**config.mk**
```make
export PLATFORM = sky130hd
export DESIGN_NAME = snp_locus_base_extractor
export DESIGN_NICKNAME = d
export VERILOG_FILES = /design/src/snp_lbe_pkg.sv /design/src/snp_lbe_core.sv /design/src/snp_lbe_emit.sv /design/src/snp_locus_base_extractor.sv
export SDC_FILE = /design/constraint.sdc
export NUM_CORES = 1
export LEC_CHECK = 0
export ABC_AREA = 1
export BUFFER_PORTS_ARGS = -buffer_cell sky130_fd_sc_hd__buf_2
export CORE_UTILIZATION = 57
export CTS_CLUSTER_DIAMETER = 100
export DETAILED_ROUTE_END_ITERATION = 16
export HOLD_SLACK_MARGIN = 0.03
export PLACE_DENSITY = 0.76
export REMOVE_ABC_BUFFERS = 1
export SLEW_MARGIN = 5
export SYNTH_ARGS = -nofsm -noshare
export SYNTH_HDL_FRONTEND = slang
export SYNTH_SLANG_ARGS = --single-unit
```
**constraint.sdc**
```tcl
create_clock -name clk -period 4.8 [get_ports clk]
set_clock_uncertainty 0.2 [all_clocks]
set_input_delay 0.96 -clock clk [delete_from_list [all_inputs] [get_ports clk]]
set_output_delay 0.96 -clock clk [all_outputs]
set_load 0.005 [all_outputs]
```
**src/snp_lbe_pkg.sv**
```systemverilog
package snp_lbe_pkg;

    localparam int NUM_LOCI     = 16;
    localparam int MAX_READ_LEN = 4096;
    localparam int RESULT_CAP   = 16;
    localparam int ACTIVE_CAP   = (NUM_LOCI < RESULT_CAP) ? NUM_LOCI : RESULT_CAP;

    localparam int POS_W    = 24;
    localparam int OFFSET_W = $clog2(MAX_READ_LEN + 1);
    localparam int SLOT_W   = 4;
    localparam int NUC_W    = 3;
    localparam int CFG_W    = 5;
    localparam int IDX_W    = (NUM_LOCI > 1) ? $clog2(NUM_LOCI) : 1;

    typedef enum logic [1:0] {
        FUNC_LOAD  = 2'd0,
        FUNC_BEGIN = 2'd1,
        FUNC_BASE  = 2'd2
    } func_t;

    localparam logic [NUC_W-1:0] NUC_GAP = 3'd0;
    localparam logic [NUC_W-1:0] NUC_A   = 3'd1;
    localparam logic [NUC_W-1:0] NUC_C   = 3'd2;
    localparam logic [NUC_W-1:0] NUC_G   = 3'd3;
    localparam logic [NUC_W-1:0] NUC_T   = 3'd4;

    localparam logic [7:0] CHAR_A = 8'h41;
    localparam logic [7:0] CHAR_C = 8'h43;
    localparam logic [7:0] CHAR_G = 8'h47;
    localparam logic [7:0] CHAR_T = 8'h54;

    typedef struct packed {
        logic [1:0]       func;
        logic [SLOT_W-1:0] locus_index;
        logic [POS_W-1:0] position;
        logic [7:0]       base;
        logic             last;
    } item_t;

    typedef struct packed {
        logic                           start;
        logic [IDX_W-1:0]               last_idx;
        logic [NUM_LOCI-1:0][NUC_W-1:0] bases;
    } emit_req_t;

    function automatic logic [NUC_W-1:0] base_code(input logic [7:0] ch);
        logic [NUC_W-1:0] code;
        unique case (ch)
            CHAR_A:  code = NUC_A;
            CHAR_C:  code = NUC_C;
            CHAR_G:  code = NUC_G;
            CHAR_T:  code = NUC_T;
            default: code = NUC_GAP;
        endcase
        return code;
    endfunction

endpackage

```
**src/snp_lbe_core.sv**
```systemverilog
module snp_lbe_core (
    input  logic                             clk,
    input  logic                             rst_n,
    input  logic                             cfg_we,
    input  logic [snp_lbe_pkg::CFG_W-1:0]    cfg_data,
    input  logic                             item_valid,
    input  snp_lbe_pkg::item_t               item,
    output snp_lbe_pkg::emit_req_t           emit_req
);

    logic [snp_lbe_pkg::CFG_W-1:0]    loci_in_use_reg;
    logic [snp_lbe_pkg::POS_W-1:0]    locus_pos_reg [snp_lbe_pkg::NUM_LOCI];
    logic [snp_lbe_pkg::NUM_LOCI-1:0][snp_lbe_pkg::NUC_W-1:0] bases_reg, bases_next;
    logic [snp_lbe_pkg::POS_W-1:0]    read_start_reg;
    logic [snp_lbe_pkg::OFFSET_W-1:0] read_offset_reg, read_offset_next;
    logic                             any_hit_reg, any_hit_next;

    logic [snp_lbe_pkg::CFG_W-1:0]    active_n;
    logic [snp_lbe_pkg::POS_W:0]      gpos;
    logic                             in_range;
    logic [snp_lbe_pkg::NUC_W-1:0]    code;
    logic [snp_lbe_pkg::NUM_LOCI-1:0] hit_vec;
    logic                             is_base, is_begin, is_load;

    function automatic logic [snp_lbe_pkg::IDX_W-1:0] IDX_SEL(
        input logic [snp_lbe_pkg::SLOT_W-1:0] idx);
        return snp_lbe_pkg::IDX_W'(idx);
    endfunction

    assign active_n = (loci_in_use_reg > snp_lbe_pkg::CFG_W'(snp_lbe_pkg::ACTIVE_CAP))
                    ? snp_lbe_pkg::CFG_W'(snp_lbe_pkg::ACTIVE_CAP) : loci_in_use_reg;

    assign gpos = {1'b0, read_start_reg}
                + (snp_lbe_pkg::POS_W + 1)'(read_offset_reg);
    assign in_range = read_offset_reg < snp_lbe_pkg::OFFSET_W'(snp_lbe_pkg::MAX_READ_LEN);
    assign code = snp_lbe_pkg::base_code(item.base);

    always_comb
    begin
        is_load  = 1'b0;
        is_begin = 1'b0;
        is_base  = 1'b0;
        unique case (item.func)
            snp_lbe_pkg::FUNC_LOAD:  is_load  = item_valid;
            snp_lbe_pkg::FUNC_BEGIN: is_begin = item_valid;
            snp_lbe_pkg::FUNC_BASE:  is_base  = item_valid;
            default:                 is_load  = 1'b0;
        endcase
    end

    always_comb
    begin
        for (int k = 0; k < snp_lbe_pkg::NUM_LOCI; k++)
        begin
            hit_vec[k] = is_base && in_range && (code != snp_lbe_pkg::NUC_GAP)
                      && (snp_lbe_pkg::CFG_W'(k) < active_n)
                      && ({1'b0, locus_pos_reg[k]} == gpos);
        end
    end

    always_comb
    begin
        bases_next       = bases_reg;
        any_hit_next     = any_hit_reg;
        read_offset_next = read_offset_reg;
        if (is_begin)
        begin
            bases_next       = '0;
            any_hit_next     = 1'b0;
            read_offset_next = '0;
        end
        else if (is_base)
        begin
            for (int k = 0; k < snp_lbe_pkg::NUM_LOCI; k++)
            begin
                if (hit_vec[k])
                begin
                    bases_next[k] = code;
                end
            end
            any_hit_next = any_hit_reg || (|hit_vec);
            if (in_range)
            begin
                read_offset_next = read_offset_reg + 1'b1;
            end
        end
    end

    always_comb
    begin
        emit_req.start    = is_base && item.last && any_hit_next
                         && (active_n != '0);
        emit_req.last_idx = snp_lbe_pkg::IDX_W'(active_n - 1'b1);
        emit_req.bases    = bases_next;
    end

    always_ff @(posedge clk or negedge rst_n)
    begin
        if (!rst_n)
        begin
            loci_in_use_reg <= '0;
            bases_reg       <= '0;
            any_hit_reg     <= 1'b0;
            read_offset_reg <= '0;
            read_start_reg  <= '0;
        end
        else
        begin
            if (cfg_we)
            begin
                loci_in_use_reg <= cfg_data;
            end
            if (is_begin)
            begin
                read_start_reg <= item.position;
            end
            if (is_base && item.last)
            begin
                bases_reg       <= '0;
                any_hit_reg     <= 1'b0;
                read_offset_reg <= '0;
            end
            else
            begin
                bases_reg       <= bases_next;
                any_hit_reg     <= any_hit_next;
                read_offset_reg <= read_offset_next;
            end
        end
    end

    always_ff @(posedge clk)
    begin
        if (is_load && (32'(item.locus_index) < snp_lbe_pkg::NUM_LOCI))
        begin
            locus_pos_reg[IDX_SEL(item.locus_index)] <= item.position;
        end
    end

endmodule

```
**src/snp_lbe_emit.sv**
```systemverilog
module snp_lbe_emit (
    input  logic                         clk,
    input  logic                         rst_n,
    input  snp_lbe_pkg::emit_req_t       emit_req,
    output logic                         busy,
    output logic                         m_tvalid,
    input  logic                         m_tready,
    // Fields from bit 0: locus_slot (4), nucleotide (3), zero pad (1).
    output logic [7:0]                   m_tdata,
    output logic                         m_tlast
);

    logic                                                     active_reg;
    logic [snp_lbe_pkg::IDX_W-1:0]                            idx_reg;
    logic [snp_lbe_pkg::IDX_W-1:0]                            last_idx_reg;
    logic [snp_lbe_pkg::NUM_LOCI-1:0][snp_lbe_pkg::NUC_W-1:0] buf_reg;
    logic                                                     out_valid_reg;
    logic [snp_lbe_pkg::SLOT_W-1:0]                           out_slot_reg;
    logic [snp_lbe_pkg::NUC_W-1:0]                            out_nuc_reg;
    logic                                                     out_last_reg;
    logic                                                     load;
    logic                                                     final_load;

    assign load       = active_reg && (!out_valid_reg || m_tready);
    assign final_load = load && (idx_reg == last_idx_reg);
    assign busy       = active_reg;

    always_ff @(posedge clk or negedge rst_n)
    begin
        if (!rst_n)
        begin
            active_reg    <= 1'b0;
            idx_reg       <= '0;
            out_valid_reg <= 1'b0;
        end
        else
        begin
            if (emit_req.start)
            begin
                active_reg <= 1'b1;
                idx_reg    <= '0;
            end
            else if (load)
            begin
                if (final_load)
                begin
                    active_reg <= 1'b0;
                end
                idx_reg <= idx_reg + 1'b1;
            end
            if (load)
            begin
                out_valid_reg <= 1'b1;
            end
            else if (m_tready)
            begin
                out_valid_reg <= 1'b0;
            end
        end
    end

    always_ff @(posedge clk)
    begin
        if (emit_req.start)
        begin
            buf_reg      <= emit_req.bases;
            last_idx_reg <= emit_req.last_idx;
        end
        if (load)
        begin
            out_slot_reg <= snp_lbe_pkg::SLOT_W'(idx_reg);
            out_nuc_reg  <= buf_reg[idx_reg];
            out_last_reg <= final_load;
        end
    end

    assign m_tvalid = out_valid_reg;
    assign m_tdata  = {1'b0, out_nuc_reg, out_slot_reg};
    assign m_tlast  = out_last_reg;

    a_start_when_free: assert property (@(posedge clk) disable iff (!rst_n)
        emit_req.start |-> !active_reg)
        else $error("Emission request arrived while a previous one was still running.");

    a_idx_bound: assert property (@(posedge clk) disable iff (!rst_n)
        active_reg |-> (idx_reg <= last_idx_reg))
        else $error("Emission index ran past the last locus in use.");

    a_final_ends: assert property (@(posedge clk) disable iff (!rst_n)
        (final_load && !emit_req.start) |=> (!active_reg && out_valid_reg && out_last_reg))
        else $error("Final result did not end the emission with tlast set.");

endmodule

```
**src/snp_locus_base_extractor.sv**
```systemverilog
// Locus base extractor: load locus positions with func 0, announce a read with func 1 and
// stream its bases with func 2, tlast on the final base. Each request passes through an
// input register and the match logic, so bases stream at one per cycle except while a
// last base is stalled. When a read that filled a locus ends, one result per locus in
// use leaves the output register, one per cycle while m_tready is high; a further last
// base waits at the input register until that emission has issued its final result.
module snp_locus_base_extractor (
    input  logic                          clk,
    input  logic                          rst_n,
    input  logic                          cfg_we,
    input  logic [snp_lbe_pkg::CFG_W-1:0] cfg_data,
    input  logic                          s_tvalid,
    output logic                          s_tready,
    // Fields from bit 0: locus_index (4), position (24), base (8), zero pad (4).
    input  logic [39:0]                   s_tdata,
    // Fields from bit 0: func (2).
    input  logic [1:0]                    s_tuser,
    input  logic                          s_tlast,
    output logic                          m_tvalid,
    input  logic                          m_tready,
    // Fields from bit 0: locus_slot (4), nucleotide (3), zero pad (1).
    output logic [7:0]                    m_tdata,
    output logic                          m_tlast
);

    logic                   in_valid_reg;
    snp_lbe_pkg::item_t     item_reg;
    logic                   stall;
    logic                   advance;
    logic                   emit_busy;
    snp_lbe_pkg::emit_req_t emit_req;

    assign stall    = in_valid_reg && (item_reg.func == snp_lbe_pkg::FUNC_BASE)
                   && item_reg.last && emit_busy;
    assign advance  = in_valid_reg && !stall;
    assign s_tready = !in_valid_reg || !stall;

    always_ff @(posedge clk or negedge rst_n)
    begin
        if (!rst_n)
        begin
            in_valid_reg <= 1'b0;
        end
        else if (s_tready)
        begin
            in_valid_reg <= s_tvalid;
        end
    end

    always_ff @(posedge clk)
    begin
        if (s_tvalid && s_tready)
        begin
            item_reg.func        <= s_tuser;
            item_reg.locus_index <= s_tdata[3:0];
            item_reg.position    <= s_tdata[27:4];
            item_reg.base        <= s_tdata[35:28];
            item_reg.last        <= s_tlast;
        end
    end

    snp_lbe_core u_core (
        .clk        (clk),
        .rst_n      (rst_n),
        .cfg_we     (cfg_we),
        .cfg_data   (cfg_data),
        .item_valid (advance),
        .item       (item_reg),
        .emit_req   (emit_req)
    );

    snp_lbe_emit u_emit (
        .clk      (clk),
        .rst_n    (rst_n),
        .emit_req (emit_req),
        .busy     (emit_busy),
        .m_tvalid (m_tvalid),
        .m_tready (m_tready),
        .m_tdata  (m_tdata),
        .m_tlast  (m_tlast)
    );

endmodule

```
==> metrics.md, run 1 <==
| Metric | Value |
|---|---|
| # diodes | 0 |
| Worst slew pin tran | 1264 ps |
| Sink Count | 581 |
| Cts bufs inserted | 60 |
| Detailed Routing Iterations Pass 1 | 5 |
| Post-CTS resize count | 0 |
| Metal3 WL | 8186 µm |
| Core area | 51300 µm² |
| Setup Crit Path Kind | reg -> reg |
| Worst-Skew Late Latency | 660 ps |
| Cell Area, Placed | 30960 µm² |
| Ys async rst share | 16.87% |
| Power density over the cells | 415.4 nW/µm² |
| Met2 routed WL | 39780 µm |
| Mapped cell area | 29570 µm² |
| Pleak | 14.80 nW |
| Drt wl/cell | 20.46 µm |
| Die footprint | 52790 µm² |
| Compound-Gate Fraction of Synth Area | 3.415% |
| IO Pins | 64 |
| Crit path DAT | 4770 ps |
| Gate Count Post-Synth | 3323 |
| DRC viols | 0 |
| Dpl hpwl | 58890 µm |
| WL met1 | 32970 µm |
| Critical Path Source Type | flip-flop |
| Clock transition at path regs | 60 ps |
| Worst R2R Setup Slack | 170 ps |
| Die Span X | 229.8 µm |
| R2R cell count | 23 |
| Detailed Route Iter0 Violations | 2626 |
| Setup Viol. Count Final | 0 |
| Filler cell count | 4098 |
| Yosys warns | 0 |
| Max layer used | met4 |
| Sequential share of the synthesized area | 57.35% |
| Endpoint class of the critical path | flip-flop |
| RSZ-0062 raised after global routing | no |
| Syn_area_per_cell | 8.898 µm² |
| Total congestion overflow | 0 |
| Fin crit share | 96.47% |
| Fin. Hold Viols | 0 |
| Largest net degree at the start of global routing | 86 |
| Req. time, crit path | 4930 ps |
| Initial antenna violation count | 0 |
| Post-route cell area | 33000 µm² |
| TritonCTS clock tree | done |
| Total track usage | 32.58% |
| CTS hold repair buffers | 0 |
| Crit path time final | 4630 ps |
| Main synth FF type | edfxtp_1 |
| Die height | 229.8 µm |
| Routability Congestion | 0.9625 |
| Status | completed |
| Max Cap Violations | 0 |
| Setup bufs post-CTS | 0 |
| H-tree depth | 2 |
| Share of cells above drive strength 1 | 11.12% |
| First-pass GRT wire length | 129100 µm |
| Xor and xnor fraction of the mapped netlist area | 2.624% |
| Final nets | 3518 |
| Worst slew margin | 15.66% |
| Fin Setup TNS | 0 ps |
| Antenna viol nets, final | 0 |
| Routed wire length | 85470 µm |
| Max FFs per register | 384 |
| Via count | 23800 |
| Synth Register Bits | 581 |
| Slew Viols, Final | 0 |
| Worst vdd ir | 0.3205 mV |
| DR vias/cell | 5.696 |
| Main combinational cell family by area after synthesis | simple AND/OR/NAND/NOR gates |
| Synth cell types | 51 |
| Root buf cell | clkbuf_16 |
| Critical path peak fanout | 11 |
| Area Overhead vs Synth | 11.59% |
| CTS max path bufs | 3 |
| Initial Util | 57.64% |
| Site row count | 83 |
| Achievable frequency | 216.0 MHz |
| Adder-cell area share of the yosys netlist | 0.7871% |
| Post-synthesis simple-gate area fraction | 28.42% |
| Vias in the first global route | 23070 |
| Class of the worst hold path | in -> async |
| Port Buffers | 58 |
| Number of synthesized flops with an enable pin | 483 |
| Mux contribution to synthesized area | 0.4570% |
-- metrics by stage --
stage	hold slack [ps]	std cells	setup slack [ps]	power [mW]	utilization (%)
detailed placement	299.8	4065	253.9	8.904	60.35
CTS	34.89	4178	244.3	13.64	64.26
global route	58.60	4178	9.243	14.21	64.32
finish	33.81	4178	169.7	13.71	64.32
floorplan	284.0	3242	141.5	7.770	-
global placement	291.3	4065	311.5	8.803	60.35
-- critical path: stages (launching register included) --
cell and delay, ps:
dfrtp_1 430, ha_1 190, inv_1 80, fa_1 470, inv_1 90, nand3_1 120, nor2_1 260, nand2_1 120
nand4_1 210, nand2_1 280, nand2_1 120, o21ai_0 80, nor2_1 270, nand2_1 120, nor2_1 90, nand2_1 160
nor2_4 280, nor2_1 80, nand2_1 80, nor2_2 50, nand3_4 70, nand2_2 60, inv_2 130, buf_4 240
-- layout by cell type, fill, tap and decap left out, drive strengths merged, types with 2 or more instances in the layout --
master,netlist,layout
nand4,69,69
xnor2,24,24
edfxtp,483,483
nor2,436,436
o21a,3,3
o221ai,10,10
nor4b,2,2
or2,37,37
clkinvlp,0,2
a21oi,48,48
nand3b,29,29
clkinv,1,20
and2,5,5
a211oi,5,5
xor2,62,62
buf,54,143
nand3,180,180
ha,17,17
o21ai,72,72
nand2,1114,1114
o211ai,21,21
nor4,8,8
o22ai,7,7
bufinv,0,8
inv,415,416
mux2,12,12
and3,3,3
clkbuf,27,83
dfrtp,98,98
nor3,70,70
nor3b,7,7
-- layout make-up --
type	count	area [µm²]	area share (%)
repair buffers	143	972.2	2.946
flip-flops and latches	581	16960	51.39
clock inverters	30	376.6	1.141
clock buffers	83	1629	4.937
inverters	416	1562	4.732
multi-input cells	2245	10650	32.28
well taps	680	850.8	2.578
-- routing by layer --
metal / vias up / GRT usage (%)
met3: 259 / 4.427
met1: 11260 / 42.59
met2: 1238 / 52.94
met5: - / 0
met4: 0 / 17.59
li1: 11040 / -
-- cells in the mapped netlist, drive strengths merged (37+ instances only) --
cell    count  area, µm²
dfrtp      98       2452
o21ai      72      360.3
nor3       70      355.3
or2        37      231.5
nand2    1114       4312
buf        54      389.1
edfxtp    483      14500
a21oi      48      285.3
nand3     180      943.4
nand4      69      431.7
xor2       62      565.6
nor2      436       1737
inv       415       1558
-- final timing paths --
path                                                        from                                    to
min in group clk                                     s_tdata[17]                item_reg[22]$_DFFE_PP_
min                                                        rst_n               u_emit.busy$_DFFE_PN0P_
max reg2reg                u_core.read_offset_reg[0]$_DFFE_PN0P_          u_emit.buf_reg[24]$_DFFE_PN_
max in group asynchronous                                  rst_n         u_core.bases_reg[0]$_DFF_PN0_
max                        u_core.read_offset_reg[0]$_DFFE_PN0P_          u_emit.buf_reg[24]$_DFFE_PN_
min reg2reg                 u_core.read_start_reg[4]$_DFFE_PN0P_  u_core.read_start_reg[4]$_DFFE_PN0P_
-- report_power, final --
group          internal [mW]  switching (mW)
combinational          0.928            2.07
clock                   2.80            2.00
sequential              5.64           0.270
-- logic make-up (layout without fill, tap and decap cells) --
group,after synthesis,count (layout)
other,1,1
xor gates and xnor gates,86,86
and+or+nand+nor,1960,1960
buffers and inverters,497,672
adders and majority gates,18,18
DFF,581,581
AOI/OAI and AO/OA,168,168
muxes,12,12
Note: power is estimated with default switching activity, not from simulation.
==> inputs of run 2 (changes only) <==
--- a/config.mk
+++ b/config.mk
@@ -8,6 +8,7 @@
 export ABC_AREA = 1
 export BUFFER_PORTS_ARGS = -buffer_cell sky130_fd_sc_hd__buf_2
 export CORE_UTILIZATION = 57
+export CTS_BUF_LIST = sky130_fd_sc_hd__clkbuf_16
 export CTS_CLUSTER_DIAMETER = 100
 export DETAILED_ROUTE_END_ITERATION = 16
 export HOLD_SLACK_MARGIN = 0.03
==> run 2 against run 1 <==
Against the previous run:
- critical path depth unchanged
- global-route usage about the same
- flip-flop and latch count did not move
==> metrics.md, run 2 (synthesis gave the netlist of run 1 again) <==
| Metric | Value |
|---|---|
| Share of cells above drive strength 1 | 11.06% (was 11.12%) |
| Power Total | 13.63 mW (was 13.71 mW) |
| Vias in the first global route | 23080 (was 23070) |
| Fin Setup TNS | 0 ps (unchanged) |
| # diodes | 0 (unchanged) |
| Cell Area, Placed | 30960 µm² (unchanged) |
| Critical path peak fanout | 11 (unchanged) |
| Status | completed (unchanged) |
| Worst-Skew Late Latency | 660 ps (about the same) |
| DR vias/cell | 5.692 (was 5.696) |
| Setup Crit Path Kind | reg -> reg (unchanged) |
| Most common cell after layout, fill and taps aside | nand2_1 (unchanged) |
| Post-route cell area | 32980 µm² (was 33000 µm²) |
| Endpoint class of the critical path | flip-flop (unchanged) |
| Crit path DAT | 4800 ps (was 4770 ps) |
| Max FFs per register | 384 (unchanged) |
| Multi-input logic area | 10650 µm² (unchanged) |
| Total track usage | 32.56% (was 32.58%) |
| Detailed Routing Iterations Pass 1 | 6 (was 5) |
| Worst vdd ir | 0.3200 mV (was 0.3205 mV) |
| Total congestion overflow | 0 (unchanged) |
| Crit path time final | 4668 ps (was 4630 ps) |
| Fin crit share | 97.25% (was 96.47%) |
| Root buf cell | clkbuf_16 (unchanged) |
| CTS hold repair buffers | 0 (unchanged) |
| Site row count | 83 (unchanged) |
| Initial Util | 57.64% (unchanged) |
| Achievable frequency | 214.2 MHz (was 216.0 MHz) |
| Slew Viols, Final | 0 (unchanged) |
| Final nets | 3518 (unchanged) |
| Area Overhead vs Synth | 11.53% (was 11.59%) |
| Req. time, crit path | 4940 ps (was 4930 ps) |
| Die height | 229.8 µm (unchanged) |
| CTS max path bufs | 3 (unchanged) |
| Cts bufs inserted | 60 (unchanged) |
| Class of the worst hold path | in -> async (unchanged) |
| Largest net degree at the start of global routing | 86 (unchanged) |
| FF/Latch Area | 16960 µm² (unchanged) |
| Drt wl/cell | 20.41 µm (was 20.46 µm) |
| Worst R2R Setup Slack | 130 ps (was 170 ps) |
| Filler cell count | 4105 (was 4098) |
| IO Pins | 64 (unchanged) |
| Core area | 51300 µm² (unchanged) |
| Die Span X | 229.8 µm (unchanged) |
| DRC viols | 0 (unchanged) |
| Post-place setup slack | 253.9 ps (unchanged) |
| H-tree depth | 2 (unchanged) |
| First-pass GRT wire length | 129000 µm (was 129100 µm) |
| Critical Path Source Type | flip-flop (unchanged) |
| Reg2reg end | u_emit.buf_reg[24]$_DFFE_PN_ (unchanged) |
| Clock transition at path regs | 60 ps (about the same) |
| Initial antenna violation count | 0 (unchanged) |
| Die footprint | 52790 µm² (unchanged) |
| Routability Congestion | 0.9625 (unchanged) |
| Max Cap Violations | 0 (unchanged) |
| Power density over the cells | 413.3 nW/µm² (was 415.4 nW/µm²) |
| Antenna viol nets, final | 0 (unchanged) |
| RSZ-0062 raised after global routing | no (unchanged) |
| TritonCTS clock tree | done (unchanged) |
| Routed wire length | 85280 µm (was 85470 µm) |
| Commonest non-fill, non-tap cells in the layout | 1066 x nand2_1, 483 x edfxtp_1, 422 x inv_1 (was 1066 x nand2_1, 483 x edfxtp_1, 402 x inv_1) |
| Post-route worst setup slack | 131.8 ps (was 169.7 ps) |
| Sink Count | 581 (unchanged) |
| Pleak | 14.87 nW (was 14.80 nW) |
| Fin. Hold Viols | 0 (unchanged) |
| Dpl hpwl | 58890 µm (unchanged) |
| Port Buffers | 58 (unchanged) |
| Detailed Route Iter0 Violations | 2646 (was 2626) |
| Worst slew margin | 14.27% (was 15.66%) |
| Worst slew pin tran | 1285 ps (was 1264 ps) |
| R2R cell count | 23 (unchanged) |
| Via count | 23780 (was 23800) |
| Critical R2R Launch | u_core.read_offset_reg[0]$_DFFE_PN0P_ (unchanged) |
| Setup Viol. Count Final | 0 (unchanged) |
## run 2: through the flow
step	hold slack, ps	utilization [%]	cells
after global placement	291.3	60.35	4065
final	33.02	64.28	4178
after CTS	34.89	64.22	4178
after detailed placement	299.8	60.35	4065
after floorplan	284.0	-	3242
after global routing	58.60	64.28	4178
## run 2: metal layers
layer	wire [µm]	track usage (%)	vias to the layer above
li1	-	-	11040
met2	39710	52.94	1208
met5	0	0	-
met4	4652	17.61	0
met1	33070	42.47	11270
met3	7854	4.514	267
## run 2: worst max path at each step
stage | startpoint | endpoint
floorplan | u_core.read_offset_reg[0]$_DFFE_PN0P_ | u_emit.buf_reg[0]$_DFFE_PN_
global placement | u_core.read_offset_reg[0]$_DFFE_PN0P_ | u_emit.buf_reg[31]$_DFFE_PN_
detailed placement | u_core.read_offset_reg[0]$_DFFE_PN0P_ | u_emit.buf_reg[46]$_DFFE_PN_
CTS | u_core.read_offset_reg[0]$_DFFE_PN0P_ | u_emit.buf_reg[24]$_DFFE_PN_
global route | u_core.read_offset_reg[0]$_DFFE_PN0P_ | u_emit.buf_reg[31]$_DFFE_PN_
finish | u_core.read_offset_reg[0]$_DFFE_PN0P_ | u_emit.buf_reg[24]$_DFFE_PN_
## run 2: layout make-up
type / count / share of cell area, %
clock buffer: 61 / 4.629
clock inverter: 52 / 1.392
inverter: 416 / 4.735
multi-input combinational: 2245 / 32.30
sequential: 581 / 51.42
tap: 680 / 2.580
timing repair buffer: 143 / 2.948
## run 2: power by group
part | total [mW] | switching, mW | internal (mW)
registers | 5.91 | 0.271 | 5.64
clock network | 4.72 | 2.00 | 2.72
logic | 2.99 | 2.06 | 0.928
total | 13.6 | 4.33 | 9.29
## run 2: timing repair
item,in CTS,in global routing
gates resized for setup,0,9
setup buffers,0,0
setup endpoints to repair,0,52
## run 2: critical path, cell delays in order (launching register included)
cell,delay (ps)
dfrtp_1,430
ha_1,190
inv_1,80
fa_1,470
inv_1,100
nand3_1,120
nor2_1,270
nand2_1,120
nand4_1,220
nand2_1,290
nand2_1,120
o21ai_0,80
nor2_1,270
nand2_1,110
nor2_1,90
nand2_1,160
nor2_4,300
nor2_1,80
nand2_1,80
nor2_2,50
nand3_4,70
nand2_2,60
inv_2,130
buf_4,240
